### src/mlpr_pkg.sv
package mlpr_pkg;

    localparam int BUF_BYTES = 1024;
    localparam int AW = $clog2(BUF_BYTES);
    localparam int FW = $clog2(BUF_BYTES + 1);

    localparam logic [7:0]  END_BYTE       = 8'h03;
    localparam logic [7:0]  START_MIN      = 8'h02;
    localparam logic [7:0]  START_MAX      = 8'h04;
    localparam logic [15:0] CRC_POLY       = 16'h1021;
    localparam logic [7:0]  CMD_GET_VALUES = 8'd4;
    localparam logic [15:0] MIN_VALUES_LEN = 16'd60;
    localparam logic [15:0] OFF_TEMP       = 16'd1;
    localparam logic [15:0] OFF_CURRENT    = 16'd9;
    localparam logic [15:0] OFF_RPM        = 16'd23;
    localparam logic [15:0] OFF_FAULT      = 16'd59;

    typedef struct packed {
        logic          start;
        logic          is_end;
        logic [AW-1:0] end_idx;
        logic [AW-1:0] head;
    } t_scan_req;

    typedef struct packed {
        logic          done;
        logic          accepted;
        logic          updated;
        logic [AW-1:0] start_idx;
        logic [9:0]    payload_len;
        logic [7:0]    command;
        logic [15:0]   temperature;
        logic [31:0]   current;
        logic [31:0]   rpm;
        logic [7:0]    fault;
    } t_scan_res;

    function automatic logic [15:0] crc_byte(input logic [15:0] crc, input logic [7:0] b);
        logic [15:0] c;
        c = crc ^ {b, 8'h00};
        for (int i = 0; i < 8; i++) begin
            c = c[15] ? ((c << 1) ^ CRC_POLY) : (c << 1);
        end
        return c;
    endfunction

    // logical buffer index to ram address, oldest byte sits at head
    function automatic logic [AW-1:0] buf_addr(input logic [AW-1:0] head,
                                              input logic [AW-1:0] idx);
        logic [AW:0] sum;
        sum = {1'b0, head} + {1'b0, idx};
        if (sum >= (AW+1)'(BUF_BYTES)) begin
            sum = sum - (AW+1)'(BUF_BYTES);
        end
        return sum[AW-1:0];
    endfunction

endpackage

### src/mlpr_scan.sv
module mlpr_scan import mlpr_pkg::*; (
    input  logic          i_clk,
    input  logic          i_rst_n,
    input  t_scan_req     i_req,
    input  logic          i_ack,
    output logic          o_rd_en,
    output logic [AW-1:0] o_rd_addr,
    input  logic [7:0]    i_rd_data,
    output t_scan_res     o_res
);

    localparam logic [3:0] S_IDLE = 4'd0;
    localparam logic [3:0] S_CRCH = 4'd1;
    localparam logic [3:0] S_CRCL = 4'd2;
    localparam logic [3:0] S_TAG  = 4'd3;
    localparam logic [3:0] S_LEN  = 4'd4;
    localparam logic [3:0] S_CRC  = 4'd5;
    localparam logic [3:0] S_CHK  = 4'd6;
    localparam logic [3:0] S_DONE = 4'd7;

    logic [3:0]    r_state, n_state;
    logic [AW-1:0] r_head, n_head;
    logic [AW-1:0] r_end, n_end;
    logic [AW-1:0] r_s, n_s;
    logic [AW-1:0] r_ds, n_ds;
    logic [AW-1:0] r_dl, n_dl;
    logic [AW-1:0] r_off, n_off;
    logic [1:0]    r_nlen, n_nlen;
    logic [1:0]    r_j, n_j;
    logic [15:0]   r_len, n_len;
    logic [15:0]   r_crc, n_crc;
    logic [15:0]   r_crc_rx, n_crc_rx;
    logic [7:0]    r_cmd, n_cmd;
    logic [15:0]   r_temp, n_temp;
    logic [31:0]   r_cur, n_cur;
    logic [31:0]   r_rpm, n_rpm;
    logic [7:0]    r_fault, n_fault;
    logic          r_acc, n_acc;
    logic          r_upd, n_upd;

    logic [AW-1:0] rd_idx;
    logic          rd_en;
    logic          go_back;
    logic [AW:0]   ds_w;
    logic [1:0]    tag_nlen;
    logic [15:0]   len_shift;
    logic [15:0]   off16;

    always_comb begin
        n_state  = r_state;
        n_head   = r_head;
        n_end    = r_end;
        n_s      = r_s;
        n_ds     = r_ds;
        n_dl     = r_dl;
        n_off    = r_off;
        n_nlen   = r_nlen;
        n_j      = r_j;
        n_len    = r_len;
        n_crc    = r_crc;
        n_crc_rx = r_crc_rx;
        n_cmd    = r_cmd;
        n_temp   = r_temp;
        n_cur    = r_cur;
        n_rpm    = r_rpm;
        n_fault  = r_fault;
        n_acc    = r_acc;
        n_upd    = r_upd;
        rd_idx   = '0;
        rd_en    = 1'b0;
        go_back  = 1'b0;
        tag_nlen = 2'(i_rd_data - 8'd1);
        ds_w     = (AW+1)'(r_s) + (AW+1)'(tag_nlen) + (AW+1)'(1);
        len_shift = {r_len[7:0], i_rd_data};
        off16    = 16'(r_off);

        unique case (r_state)
            S_IDLE: begin
                if (i_req.start) begin
                    n_head = i_req.head;
                    n_end  = i_req.end_idx;
                    n_acc  = 1'b0;
                    n_upd  = 1'b0;
                    // a frame needs start, length, two crc bytes and the end byte
                    if (i_req.is_end && i_req.end_idx >= AW'(4)) begin
                        rd_en   = 1'b1;
                        rd_idx  = i_req.end_idx - AW'(2);
                        n_state = S_CRCH;
                    end else begin
                        n_state = S_DONE;
                    end
                end
            end
            S_CRCH: begin
                n_crc_rx[15:8] = i_rd_data;
                rd_en   = 1'b1;
                rd_idx  = r_end - AW'(1);
                n_state = S_CRCL;
            end
            S_CRCL: begin
                n_crc_rx[7:0] = i_rd_data;
                // nearer starts cannot fit the length and crc bytes
                n_s     = r_end - AW'(4);
                rd_en   = 1'b1;
                rd_idx  = r_end - AW'(4);
                n_state = S_TAG;
            end
            S_TAG: begin
                if (i_rd_data >= START_MIN && i_rd_data <= START_MAX &&
                    ds_w + (AW+1)'(2) <= (AW+1)'(r_end)) begin
                    n_nlen  = tag_nlen;
                    n_ds    = ds_w[AW-1:0];
                    n_dl    = r_end - AW'(2) - ds_w[AW-1:0];
                    n_len   = '0;
                    n_j     = 2'd1;
                    rd_en   = 1'b1;
                    rd_idx  = r_s + AW'(1);
                    n_state = S_LEN;
                end else begin
                    go_back = 1'b1;
                end
            end
            S_LEN: begin
                n_len = len_shift;
                if (r_j == r_nlen) begin
                    if (len_shift == 16'(r_dl)) begin
                        n_crc = '0;
                        n_off = '0;
                        if (r_dl == '0) begin
                            n_state = S_CHK;
                        end else begin
                            rd_en   = 1'b1;
                            rd_idx  = r_ds;
                            n_state = S_CRC;
                        end
                    end else begin
                        go_back = 1'b1;
                    end
                end else begin
                    rd_en  = 1'b1;
                    rd_idx = r_s + AW'(1) + AW'(r_j);
                    n_j    = r_j + 2'd1;
                end
            end
            S_CRC: begin
                n_crc = crc_byte(r_crc, i_rd_data);
                // pick telemetry bytes off the walk, committed only on accept
                if (off16 == 16'd0) begin
                    n_cmd = i_rd_data;
                end
                if (off16 == OFF_TEMP || off16 == OFF_TEMP + 16'd1) begin
                    n_temp = {r_temp[7:0], i_rd_data};
                end
                if (off16 >= OFF_CURRENT && off16 <= OFF_CURRENT + 16'd3) begin
                    n_cur = {r_cur[23:0], i_rd_data};
                end
                if (off16 >= OFF_RPM && off16 <= OFF_RPM + 16'd3) begin
                    n_rpm = {r_rpm[23:0], i_rd_data};
                end
                if (off16 == OFF_FAULT) begin
                    n_fault = i_rd_data;
                end
                if ((AW+1)'(r_off) + (AW+1)'(1) == (AW+1)'(r_dl)) begin
                    n_state = S_CHK;
                end else begin
                    rd_en   = 1'b1;
                    rd_idx  = r_ds + r_off + AW'(1);
                    n_off   = r_off + AW'(1);
                end
            end
            S_CHK: begin
                if (r_crc == r_crc_rx) begin
                    n_acc   = 1'b1;
                    n_upd   = (16'(r_dl) >= MIN_VALUES_LEN) && (r_cmd == CMD_GET_VALUES);
                    n_state = S_DONE;
                end else begin
                    go_back = 1'b1;
                end
            end
            S_DONE: begin
                if (i_ack) begin
                    n_state = S_IDLE;
                end
            end
            default: begin
                n_state = S_IDLE;
            end
        endcase

        if (go_back) begin
            if (r_s == '0) begin
                n_state = S_DONE;
            end else begin
                n_s     = r_s - AW'(1);
                rd_en   = 1'b1;
                rd_idx  = r_s - AW'(1);
                n_state = S_TAG;
            end
        end
    end

    always_ff @(posedge i_clk) begin
        if (!i_rst_n) begin
            r_state <= S_IDLE;
            r_acc   <= 1'b0;
            r_upd   <= 1'b0;
        end else begin
            r_state <= n_state;
            r_acc   <= n_acc;
            r_upd   <= n_upd;
        end
        r_head   <= n_head;
        r_end    <= n_end;
        r_s      <= n_s;
        r_ds     <= n_ds;
        r_dl     <= n_dl;
        r_off    <= n_off;
        r_nlen   <= n_nlen;
        r_j      <= n_j;
        r_len    <= n_len;
        r_crc    <= n_crc;
        r_crc_rx <= n_crc_rx;
        r_cmd    <= n_cmd;
        r_temp   <= n_temp;
        r_cur    <= n_cur;
        r_rpm    <= n_rpm;
        r_fault  <= n_fault;
    end

    assign o_rd_en   = rd_en;
    assign o_rd_addr = buf_addr((r_state == S_IDLE) ? i_req.head : r_head, rd_idx);

    always_comb begin
        o_res             = '0;
        o_res.done        = (r_state == S_DONE);
        o_res.accepted    = r_acc;
        o_res.updated     = r_upd;
        o_res.start_idx   = r_s;
        o_res.payload_len = 10'(16'(r_dl));
        o_res.command     = (r_dl != '0) ? r_cmd : 8'h00;
        o_res.temperature = r_temp;
        o_res.current     = r_cur;
        o_res.rpm         = r_rpm;
        o_res.fault       = r_fault;
    end

    a_start_when_idle: assert property (@(posedge i_clk) disable iff (!i_rst_n)
        i_req.start |-> r_state == S_IDLE)
        else $error("scan started while busy");

    a_accept_fits: assert property (@(posedge i_clk) disable iff (!i_rst_n)
        (r_state == S_DONE && r_acc) |-> (AW+1)'(r_s) + (AW+1)'(4) <= (AW+1)'(r_end))
        else $error("accepted start leaves no room for length and crc");

    a_crc_in_span: assert property (@(posedge i_clk) disable iff (!i_rst_n)
        r_state == S_CRC |-> r_off < r_dl)
        else $error("crc walk past payload span");

    a_update_needs_frame: assert property (@(posedge i_clk) disable iff (!i_rst_n)
        (r_state == S_DONE && r_upd) |-> (r_acc && 16'(r_dl) >= MIN_VALUES_LEN))
        else $error("telemetry update without a long accepted frame");

    a_done_held: assert property (@(posedge i_clk) disable iff (!i_rst_n)
        (r_state == S_DONE && !i_ack) |=> r_state == S_DONE)
        else $error("result dropped before handoff");

endmodule

### config.mk
export PLATFORM = sky130hd
export DESIGN_NAME = mlpr_scan
export DESIGN_NICKNAME = d
export VERILOG_FILES = /design/src/mlpr_pkg.sv /design/src/mlpr_scan.sv
export SDC_FILE = /design/constraint.sdc
export NUM_CORES = 1
export LEC_CHECK = 0
export BUFFER_PORTS_ARGS = -buffer_cell sky130_fd_sc_hd__buf_2
export CORE_ASPECT_RATIO = 2
export CORE_MARGIN = 4
export CORE_UTILIZATION = 58
export DETAILED_ROUTE_END_ITERATION = 8
export PLACE_DENSITY = 0.91
export SYNTH_ARGS = -nofsm -noshare
export SYNTH_HDL_FRONTEND = slang
export SYNTH_SLANG_ARGS = --single-unit
export TNS_END_PERCENT = 100
### constraint.sdc
create_clock -name i_clk -period 12.4 [get_ports i_clk]
set_input_delay 2.48 -clock i_clk [delete_from_list [all_inputs] [get_ports i_clk]]
set_output_delay 2.48 -clock i_clk [all_outputs]
set_load 0.005 [all_outputs]
==> run summary, run 1 <==
Status = finished, final reports clean
P_leak = 5.097 nW
Via count = 9254
Final min period = 11580 ps
NetSw = 0.001239 W
Final TNS setup = 0 ps
Post-CTS Hold Fix Bufs = 0
Initial DRC count = 590
Least-Margin Pin Slew = 1300 ps
Clock sinks = 205
Nets = 1285
Worst setup path class = in -> out
Top cells by area, synth = edfxtp_1 49%, xnor2_1 7.4%, ha_1 6.5%
Sw Share = 40.65%
Final Skew = 16.49 ps
Hpwl dp = 25.45 mm
Post-route insts no fill = 1457
Total nets after synthesis = 1133
Global-route wire length before repair = 50.60 mm
Largest net degree at the start of global routing = 33
Clock network power share = 18.2%
Vias in the first global route = 9301
Critical path capture point type = primary output
Drt pass-1 iters = 7
Initial core utilization = 59.01%
Final period util = 93.35%
Ys async rst share = 0%
Seq cells post-synth = 205
Setup Buffers After CTS = 0
PwrDens = 229.3 mW/mm^2
Layout area overhead = 13.66%
Register area share after synthesis = 51.35%
Post-route cell area = 0.01329 sq mm
MaxCap Viol Count = 0
Post-synthesis cell type count = 89
RSZ-0062 raised after global routing = no
Placed instance area = 0.01272 sq mm
Total CTS buffers = 19
Rel. slew slack = 12.56%
Clk Latency, worst-skew pair = 490 ps
Critical-path maximum fanout = 13
Syn Inst Count = 1034
Clk slew on worst S/H paths = 70 ps
I/O pins = 163
Clk buf depth = 3
Yosys top cell by area = edfxtp_1
Area share of the largest cell type after synthesis = 48.78%
# diodes = 0
DRC = 0
Routed Antenna Nets = 0
Die Span X = 108.4 um
PortBufs = 162
Initial antenna violation count = 0
H-tree Lvls = 1
Core Util, Final = 67.07%
Startpoint Class = input port
Fmax = 86.39 MHz
RePlAce Congestion = 1.018
Core box area = 0.01982 sq mm
Total GRT Usage = 29.40%
Share of post-route cells with drive strength above 1 = 20.59%
Final hold vios = 0
Crit path DAT = 9100 ps
Dpl cells = 1427
Cts repair resizes = 0
Cell Area, Synth = 0.01170 sq mm
Critical path required time = 9920 ps
Die Footprint = 0.02264 sq mm
Final WL = 33.69 mm
Avg Cell Area, Syn = 11.31 sq um
Final setup fails = 0
Synth warn = 0
Most frequent cells in the layout = 190 x edfxtp_1, 162 x buf_2, 99 x xnor2_1
Final Max Tran Viols = 0
Gate power share = 49.8%
HP Class = reg -> reg
Drt wl/cell = 23.12 um
Flop pwr share = 32.1%
Gr ovfl total = 0
Ys flop type = edfxtp_1
P_int = 0.001809 W
CTS tree = yes
Peak VDD IR = 182.5 uV
Number of synthesized flops with an enable pin = 190
Commonest non-fill, non-tap cell in the layout = edfxtp_1
Rows = 73
Height of the die = 208.8 um
Vias per cell = 6.351
Clock Tree Root = clkbuf_16
==> synth_stat cells (12+ instances only) <==
master and number:
ha_1 61, nor3_1 25, o21a_1 12, buf_2 12
dfxtp_1 15, edfxtp_1 190, nand3_1 24, nand4_1 12
inv_1 73, and2_1 22, a21oi_1 35, clkbuf_1 21
xnor2_1 99, nor2_1 92, nand2_1 47, xor2_1 33
and3_1 22, o21ai_0 37, nor4_1 15
==> state kept, by name, indices dropped and copies added (netlist names) <==
name      count
r_nlen        2
r_crc_rx     16
r_acc         1
r_s          10
r_len         8
r_ds         10
r_rpm        32
r_j           2
r_off        10
r_crc        16
r_dl         10
r_cur        32
r_end        10
r_head       10
r_fault       8
r_cmd         8
r_temp       16
r_upd         1
r_state       3
==> per-stage QoR <==
stage / total power, W / hold WS [ps] / worst slack, ps
2_1_floorplan: 0.002018 / 436.7 / 1538
3_3_place_gp: 0.002427 / 424.6 / 1145
3_5_place_dp: 0.002463 / 428.7 / 1014
4_1_cts: 0.003025 / 439.2 / 985.7
5_1_grt: 0.003240 / 454.8 / 489.9
6_report: 0.003048 / 439.2 / 824.5
==> cells by family (layout without fill, tap and decap cells) <==
group / after synthesis / in the layout / synth area share (%)
xor gates and xnor gates: 133 / 133 / 10.02
AOI/OAI and AO/OA: 180 / 180 / 11.18
buffers and inverters: 115 / 276 / 4.151
DFF: 205 / 205 / 51.35
muxes: 12 / 12 / 1.123
and+or+nand+nor: 323 / 323 / 14.79
adders and majority gates: 66 / 66 / 7.381
==> worst paths after layout <==
kind | start | to | slack, ps | cells past startpoint
min reg2reg | r_temp[7] | r_temp[15] | 440 | 0
max reg2reg | r_s[0] | r_dl[8] | 7270 | 18
min | r_temp[7] | r_temp[15] | 440 | 0
max | i_rd_data[1] | o_rd_addr[9] | 820 | 28
==> power by group through the flow <==
stage / Combinational, W / Clock, W / Sequential, W
2_1_floorplan: 0.00110 / 0 / 0.000915
3_3_place_gp: 0.00145 / 0 / 0.000981
3_5_place_dp: 0.00148 / 0 / 0.000984
4_1_cts: 0.00149 / 0.000561 / 0.000969
5_1_grt: 0.00167 / 0.000593 / 0.000980
6_report: 0.00152 / 0.000554 / 0.000977
==> worst max-delay path: stages <==
cell,delay [ps]
buf_2,290
ha_1,360
ha_1,320
nor2b_1,250
o21ai_0,180
and2_0,280
nor2_1,150
nand4_1,150
nor3b_1,270
xnor2_1,150
ha_1,270
and3_1,160
o21ai_0,70
a21oi_1,60
o22ai_1,530
and4b_2,440
nor2_4,110
a221o_1,370
a21o_1,160
ha_1,330
a21oi_1,230
o21ai_0,140
or4_1,450
a31o_2,260
a21oi_1,170
xor2_1,190
xnor2_1,130
buf_2,130
==> routing by layer <==
layer | track usage [%] | vias to the layer above | wire length [um] | share of wire (%)
met4 | 22.06 | 0 | 3085 | 9.2
met3 | 4.297 | 205 | 2588 | 7.7
met5 | 0 | - | 0 | 0
met1 | 28.23 | 4381 | 10130 | 30
li1 | - | 4079 | - | -
met2 | 54.26 | 589 | 17890 | 53
==> final cells by class <==
type,instances,area [sq um]
fillers,1492,6526
flip-flops and latches,205,6006
multi-input cells,714,5224
repair buffers,173,893.4
clock buffers,21,483.0
well taps,262,327.8
inverters,73,274.0
clock inverters,9,86.33
Power figures use the tool's default switching activity.
==> run 2: changes to the inputs <==
clock period = 10.65 ns   (was 12.4 ns; I/O delays follow)
==> run summary, run 2 (synthesized netlist as in run 1, its figures left out) <==
Status = finished, final reports clean
DRC = 0
Critical path capture point type = primary output
Sw Share = 40.87%
Core box area = 0.01982 sq mm
Height of the die = 208.8 um
Final setup fails = 0
Final hold vios = 0
Total CTS buffers = 19
Routed Antenna Nets = 0
Worst path top cell family by delay = simple AND/OR/NAND/NOR gates
Dpl cells = 1431
Clock sinks = 205
Startpoint Class = input port
Rows = 73
Commonest non-fill, non-tap cell in the layout = edfxtp_1
Layout area overhead = 14.28%
Flop pwr share = 31.5%
Gr ovfl total = 0
Final Max Tran Viols = 0
MaxCap Viol Count = 0
Area occupied by multi-input gates = 0.005243 sq mm
Largest regs = r_cur (32), r_rpm (32)
P_leak = 5.126 nW
Final min period = 10320 ps
HP Class = reg -> reg
Initial core utilization = 59.01%
RePlAce Congestion = 1.054
FF+latch area = 0.006006 sq mm
NetSw = 0.001473 W
Vias in the first global route = 9441
Global-route wire length before repair = 51.89 mm
Final WL = 34.55 mm
Initial DRC count = 610
Via count = 9189
Most used cell, CP = ha_1
Critical Path Max Stage Delay = 460 ps
Crit path DAT = 8190 ps
RSZ-0062 raised after global routing = no
Vias per cell = 6.268
P_int = 0.002131 W
Fill count = 1502
Critical path required time = 8520 ps
Clk slew on worst S/H paths = 60 ps
Least-Margin Pin Slew = 1232 ps
Gate power share = 50.1%
Clk buf depth = 3
I/O pins = 163
CTS tree = yes
Crit path buf inv count = 5
H-tree Lvls = 1
PortBufs = 162
Most frequent cells in the layout = 190 x edfxtp_1, 162 x buf_2, 99 x xnor2_1
Drt wl/cell = 23.56 um
Total GRT Usage = 30.28%
Nets = 1289
Clock network power share = 18.4%
Die Span X = 108.4 um
CP max-delay cell = or4_1
Peak VDD IR = 197.6 uV
Share of post-route cells with drive strength above 1 = 21.38%
Total Power = 0.003604 W
Final TNS setup = 0 ps
Critical-path maximum fanout = 13
PwrDens = 269.6 mW/mm^2
Rel. slew slack = 15.75%
Drt pass-1 iters = 7
Largest net degree at the start of global routing = 33
Core Util, Final = 67.44%
Worst setup path class = in -> out
Fmax = 96.94 MHz
Hpwl dp = 26.33 mm
Clock Tree Root = clkbuf_16
Final period util = 96.86%
Clk Latency, worst-skew pair = 500 ps
Post-route insts no fill = 1466
Die Footprint = 0.02264 sq mm
Final Skew = 12.40 ps
Initial antenna violation count = 2
## run 2: cell types whose count changed in the layout (fill, tap and decap cells not counted), sizes merged
cell / before / now
clkinv: 8 / 5
clkinvlp: 0 / 2
diode: 0 / 2
buf: 173 / 177
inv: 73 / 77
## run 2: metal layers
layer / global-route usage, % / vias to the layer above / share of wire [%]
li1: - / 4098 / -
met1: 27.32 / 4372 / 29
met2: 56.68 / 524 / 54
met3: 5.286 / 195 / 6.7
met4: 23.63 / 0 / 9.7
met5: 0 / - / 0
## run 2: area by class of cell
class | count | share of cell area (%)
Clock buffer | 21 | 3.613
Clock inverter | 12 | 0.7863
Multi-Input combinational cell | 714 | 39.22
Sequential cell | 205 | 44.93
Antenna cell | 2 | 0.03744
Timing Repair Buffer | 177 | 6.908
Inverter | 73 | 2.050
Tap cell | 262 | 2.452
## run 2: path summary, 6_finish.rpt
path                startpoint            to  slack [ps]  cells after the start
hold / removal       r_rpm[20]     r_rpm[28]         450                      0
setup reg to reg        r_s[0]      r_len[4]        5980                     19
hold reg to reg      r_rpm[20]     r_rpm[28]         450                      0
setup / recovery  i_rd_data[0]  o_rd_addr[9]         330                     31
## run 2: worst reg2reg max path: cells and delay by family (launching register included)
kind / cells / cell delay (ps)
adder cells (fa/ha/maj): 3 / 780
flip-flops: 1 / 620
XOR/XNOR: 2 / 440
buffers and inverters: 4 / 760
AND/OR/NAND/NOR: 7 / 1500
AO/OA/AOI/OAI: 3 / 240
## run 2: power by group through the flow
stage,clock network [W],logic (W),registers (W)
3_3_place_gp,0,0.00171,0.00114
6_report,0.000662,0.00181,0.00114
5_1_grt,0.000707,0.00198,0.00114
4_1_cts,0.000667,0.00178,0.00113
2_1_floorplan,0,0.00129,0.00106
3_5_place_dp,0,0.00176,0.00114
## run 2: repair_timing
item / 4_1_cts / 5_1_grt
buffers inserted: 0 / 0
resized for setup: 0 / 5
endpoints found under the setup margin: 0 / 2
hold buffers: 0 / 0
## run 2: per-stage QoR
step | setup WS [ps] | instance area [sq um] | hold slack, ps
after floorplan | 488.4 | 11700 | 436.7
after global placement | 452.8 | 12750 | 425.1
after detailed placement | 321.2 | 12750 | 428.0
after CTS | 282.5 | 13340 | 444.6
after global routing | 7.174 | 13360 | 461.1
final | 334.3 | 13370 | 447.9
